`src/hdl/afbp_pkg.sv`:
```
// ----------------------------------------------------------------------------
// afbp_pkg
// Shared types and constants of the audio frame buffer pool.
// ----------------------------------------------------------------------------
`default_nettype none
package afbp_pkg;
    localparam int NUM_BUFFERS = 16;
    localparam int MAX_FRAME   = 512;
    localparam int BUF_W       = $clog2(NUM_BUFFERS);
    localparam int OFF_W       = $clog2(MAX_FRAME);
    localparam int FILL_W      = $clog2(MAX_FRAME + 1);
    localparam int ADDR_W      = BUF_W + OFF_W;
    localparam int CFG_W       = 10;
    localparam int LEN_W       = 10;
    localparam int QDEPTH      = 2;

    typedef enum logic [1:0] {
        MODE_PUSH  = 2'd0,
        MODE_POP   = 2'd1,
        MODE_CLEAR = 2'd2,
        MODE_NONE  = 2'd3
    } mode_t;

    typedef enum logic {
        CFG_FRAME_LEN = 1'b0,
        CFG_CAPTURE   = 1'b1
    } cfg_idx_t;

    typedef enum logic [1:0] {
        ST_IDLE = 2'd0,
        ST_READ = 2'd1,
        ST_SEND = 2'd2
    } back_state_t;

    // One classified word travelling from the front to the back.
    typedef struct packed {
        mode_t              mode;
        logic signed [15:0] sample;
        logic               last;
    } cmd_t;

    typedef struct packed {
        logic               valid;
        logic signed [15:0] sample;
        logic [31:0]        seq;
        logic               last_of_frame;
        logic               dropped;
    } result_t;
endpackage
`default_nettype wire

```
`src/hdl/afbp_stream_if.sv`:
```
// ----------------------------------------------------------------------------
// afbp_stream_if
// Valid/ready channel carrying one payload word.
// ----------------------------------------------------------------------------
`default_nettype none
interface afbp_in_if;
    logic valid;
    logic ready;
    logic [1:0] mode;
    logic signed [15:0] sample_in;
    logic last_of_block;
    modport source (output valid, mode, sample_in, last_of_block, input ready);
    modport sink (input valid, mode, sample_in, last_of_block, output ready);
endinterface

`default_nettype wire

```
`src/hdl/afbp_front.sv`:
```
// ----------------------------------------------------------------------------
// afbp_front
// Accepts input words and queues them as commands for the back end.
// ----------------------------------------------------------------------------
`default_nettype none
module afbp_front (
    input  wire logic            clk,
    input  wire logic            rst_n,
    afbp_in_if.sink              in_ch,
    output afbp_pkg::cmd_t       cmd,
    output logic                 cmd_valid,
    input  wire logic            cmd_pop
);
    afbp_pkg::cmd_t q_reg [afbp_pkg::QDEPTH];
    logic [1:0] count_reg, count_next;
    logic       rd_reg, rd_next;
    logic       wr_reg, wr_next;
    logic       push;
    afbp_pkg::cmd_t in_cmd;

    always_comb
    begin
        in_cmd.mode   = afbp_pkg::mode_t'(in_ch.mode);
        in_cmd.sample = in_ch.sample_in;
        in_cmd.last   = in_ch.last_of_block;
    end

    assign in_ch.ready = (count_reg != 2'(afbp_pkg::QDEPTH));
    assign push        = in_ch.valid && in_ch.ready;
    assign cmd_valid   = (count_reg != 2'd0);
    assign cmd         = q_reg[rd_reg];

    always_comb
    begin
        count_next = count_reg + 2'(push) - 2'(cmd_pop);
        rd_next    = rd_reg ^ cmd_pop;
        wr_next    = wr_reg ^ push;
    end

    always_ff @(posedge clk or negedge rst_n)
    begin
        if (!rst_n)
        begin
            count_reg <= '0;
            rd_reg    <= 1'b0;
            wr_reg    <= 1'b0;
        end
        else
        begin
            count_reg <= count_next;
            rd_reg    <= rd_next;
            wr_reg    <= wr_next;
        end
    end

    always_ff @(posedge clk)
    begin
        if (push)
        begin
            q_reg[wr_reg] <= in_cmd;
        end
    end
endmodule
`default_nettype wire

```
`src/flat_wrapper.sv`:
```
// flat-port wrapper written by rule: the top's interface ports become plain ports
module afbp_front_flat 
  (clk, rst_n, cmd, cmd_valid, cmd_pop, in_ch_valid, in_ch_mode, in_ch_sample_in, in_ch_last_of_block, in_ch_ready);
  afbp_in_if in_ch_i ();
  input  wire logic clk;
  input  wire logic rst_n;
  output afbp_pkg::cmd_t cmd;
  output logic cmd_valid;
  input  wire logic cmd_pop;
  input wire logic [$bits(in_ch_i.valid)-1:0] in_ch_valid;
  input wire logic [$bits(in_ch_i.mode)-1:0] in_ch_mode;
  input wire logic [$bits(in_ch_i.sample_in)-1:0] in_ch_sample_in;
  input wire logic [$bits(in_ch_i.last_of_block)-1:0] in_ch_last_of_block;
  output wire logic [$bits(in_ch_i.ready)-1:0] in_ch_ready;
  assign in_ch_i.valid = in_ch_valid;
  assign in_ch_i.mode = in_ch_mode;
  assign in_ch_i.sample_in = in_ch_sample_in;
  assign in_ch_i.last_of_block = in_ch_last_of_block;
  assign in_ch_ready = in_ch_i.ready;
  afbp_front u_core (.clk(clk), .rst_n(rst_n), .in_ch(in_ch_i), .cmd(cmd), .cmd_valid(cmd_valid), .cmd_pop(cmd_pop));
endmodule
```
`config.mk`:
```
export PLATFORM = sky130hd
export DESIGN_NAME = afbp_front_flat
export DESIGN_NICKNAME = d
export VERILOG_FILES = /design/src/hdl/afbp_pkg.sv /design/src/hdl/afbp_stream_if.sv /design/src/hdl/afbp_front.sv /design/src/flat_wrapper.sv
export SDC_FILE = /design/constraint.sdc
export NUM_CORES = 1
export LEC_CHECK = 0
export BUFFER_PORTS_ARGS = -buffer_cell sky130_fd_sc_hd__buf_2
export CAP_MARGIN = 20
export CORE_UTILIZATION = 44
export DETAILED_ROUTE_END_ITERATION = 12
export GPL_ROUTABILITY_DRIVEN = 0
export PLACE_DENSITY = 0.73
export SLEW_MARGIN = 20
export SYNTH_ARGS = -nofsm -noshare
export SYNTH_HDL_FRONTEND = slang
export SYNTH_SLANG_ARGS = --single-unit
export TNS_END_PERCENT = 50
```
`constraint.sdc`:
```
create_clock -name clk -period 3.2 [get_ports clk]
set_input_delay 0.48 -clock clk [delete_from_list [all_inputs] [get_ports clk]]
set_output_delay 0.48 -clock clk [all_outputs]
set_load 0.02 [all_outputs]
```
==> parameters.txt <==
Parameter                              Value

Run status
  Status ... finished clean

Finish
  Area growth from synthesis to final layout ... 19.1%
  Post-layout net count ... 152
  Max reg flops ... 38
  Antenna Diode Count ... 0
  Fraction of layout cells with a size suffix above 1 ... 0.539
  Layout Utilization ... 0.564

Synth
  Syn Inst Count ... 78
  Mapped Area ... 0.00162 mm²
  Share of synthesized registers carrying an async set or reset ... 0.0952
  Cell types occupying the most area after synthesis ... edfxtp_1 (71%), mux2_2 (9.0%), dfrtp_1 (6.2%), mux2_4 (3.7%), ha_1 (1.5%)
  Proportion of synthesized chip area in sequential cells ... 0.767
  Distinct cell type count after synthesis ... 17
  Top cell types by occurrence after synthesis ... edfxtp_1 (38), mux2_2 (13), dfrtp_1 (4), mux2_4 (4), inv_1 (3)
  Leading register cell type out of synthesis ... edfxtp_1
  EDFF count, synth ... 38
  Most common cell in the netlist ... edfxtp_1
  Warnings, synthesis ... 0
  Share of Yosys cell area claimed by the top area cell type ... 0.705
  Cell taking the most area after synthesis ... edfxtp_1
  Net count after synthesis ... 103
  Synth Register Bits ... 42
  Avg Synthesized Cell Area ... 20.7 µm²

Route
  Vias after detailed routing ... 827
  Initial drt markers ... 14
  Routed WL per cell ... 13.3 µm
  Total iterations of the first detailed-routing run ... 3
  Wire length reported by the detailed router ... 2310 µm
  Number of DRC violations after detailed routing ... 0
  Remaining number of nets flagged by the antenna check after routing ... 0
  Vias per cell ... 4.75

Setup path
  Peak fanout along the critical path ... 20
  Classification of the worst setup path ... reg -> out
  Worst stage delay on the critical path ... 0.95 ns
  CP Launch Type ... flop
  Required time at the worst-slack endpoint ... 2.72 ns
  Sort of element at the end of the critical path ... output pin
  Signal arrival time at the worst endpoint ... 1.87 ns
  Critical Path, Cell by Cell ... mux2_2, buf_2
  Slowest cell on crit path ... dfrtp_1
  Buf+Inv Stages, Crit Path ... 1
  Worst path top cell family by delay ... flip-flops

STA
  Highest achievable clock rate ... 426 MHz
  Post-Route Setup TNS ... 0 ns
  Count of pins over their slew limit ... 0
  Worst slew margin relative to its limit ... 0.387
  Worst Tran Pin Value ... 0.919 ns
  Setup violators final ... 0
  Skew final ... 0.00788 ns
  Unrepaired setup endpoints after global routing ... no
  Setup slack of the critical path after layout ... 0.851 ns
  Final count of hold timing violations ... 0
  Minimum period implied by the final worst setup slack ... 2.35 ns
  Tightest hold margin ... 0.324 ns
  Post-route clock period utilization ... 0.734

GRT
  Vias in the first global route ... 853
  Overflow after GRT ... 0
  First-pass GRT wire length ... 3820 µm
  Initial antenna violation count ... 0
  Largest net degree at the start of global routing ... 21
  Total global-route track usage ... 0.133

Placed design
  Post-detailed-placement half-perimeter wirelength ... 1550 µm
  Pre-CTS setup slack ... 1.20 ns
  # port buffers ... 43

Floorplan
  Area inside the core boundary ... 0.00342 mm²
  Die Area ... 0.00392 mm²
  I/O pins ... 44
  Die extent in y ... 62.6 µm
  Standard-cell row count ... 21
  X dimension of the die ... 62.6 µm
  Starting density of the core ... 0.474

CTS
  Reg clk slew, reported paths ... 0.11 ns
  Clock buffer depth ... 2
  Number of cells upsized or downsized after cts ... 0
  Insertion delay to the later sink of the worst-skew pair ... 0.33 ns
  # H-tree levels ... 2
  CTS buffer count ... 5
  Clock tree from TritonCTS ... done
  Sinks on the clock net ... 42
  Root Buffer ... clkbuf_4

Power
  P_leak ... 0.764 nW
  Worst voltage drop across the vdd grid ... 498 µV
  Areal power density over the cells ... 875 mW/mm²

Hold path
  Path category of the worst min-delay check ... in -> reg

Flow run
  Max Cap Viol ... 0
## report_power, final
part,total (mW),switching (mW),internal (mW)
sequential,0.847,0.0913,0.756
clock,0.230,0.152,0.0785
combinational,0.609,0.332,0.277
## layout make-up
class,count,area (µm²)
Sequential cell,42,1240
Inverter,3,11.3
Tap cell,46,57.6
Multi-Input combinational cell,31,343
Fill cell,283,1490
Timing Repair Buffer,44,225
Clock inverter,3,11.3
Clock buffer,5,37.5
## logic make-up (layout without fill, tap and decap cells)
family / after synthesis / after routing / synth area share
xor gates and xnor gates: 3 / 3 / 0.0162
adders and majority gates: 2 / 2 / 0.0155
muxes: 20 / 20 / 0.148
DFF: 42 / 42 / 0.767
and+or+nand+nor: 6 / 6 / 0.0325
buffers and inverters: 5 / 55 / 0.0209
## metrics by stage
stage / total power [mW] / cells / instance area, µm²
after global placement: 1.46 / 165 / 1870
after CTS: 1.72 / 174 / 1930
final: 1.69 / 174 / 1930
after global routing: 1.78 / 174 / 1930
after floorplan: 1.31 / 78 / 1620
after detailed placement: 1.48 / 165 / 1870
## placed cells by master, fill, tap and decap left out, drive strengths merged
master	netlist	final
xnor2	2	2
mux2i	1	1
or2	1	1
and2	1	1
edfxtp	38	38
inv	3	3
dfrtp	4	4
nand2	1	1
dlygate4sd3	0	1
nor2b	1	1
buf	2	43
xor2	1	1
ha	2	2
clkinv	0	3
nand2b	1	1
and3	1	1
mux2	19	19
clkbuf	0	5
## final timing paths
path | start | endpoint | slack, ns | cells past startpoint
setup / recovery | u_core.rd_reg | cmd[2] | 0.85 | 2
hold / removal | in_ch_sample_in[11] | u_core.q_reg[1][12] | 0.32 | 1
setup reg to reg | u_core.count_reg[1] | u_core.q_reg[0][8] | 1.38 | 3
hold reg to reg | u_core.wr_reg | u_core.wr_reg | 0.62 | 3
max in group asynchronous | rst_n | u_core.wr_reg | 2.62 | 2
min in group asynchronous | rst_n | u_core.count_reg[1] | 0.46 | 2
## worst register-to-register path, delay by kind of cell, from the launching register on
family	cells	cell delay (ns)
fa+ha+maj	1	0.75
flops	1	0.45
simple gates	2	0.25
## routing by layer
metal | vias to the layer above | wire length (µm) | track usage
li1 | 389 | - | -
met1 | 401 | 938 | 0.155
met2 | 34 | 1200 | 0.220
met3 | 3 | 145 | 0.0420
met4 | 0 | 32 | 0.0698
met5 | - | 0 | 0
## repair_timing
| action | in CTS | in global routing |
|---|---|---|
| endpoints found under the hold margin | 4 | 0 |
| endpoints found under the setup margin | 0 | 0 |
| hold buffers | 1 | 0 |
| setup buffers | 0 | 0 |
Power figures use the tool's default switching activity.
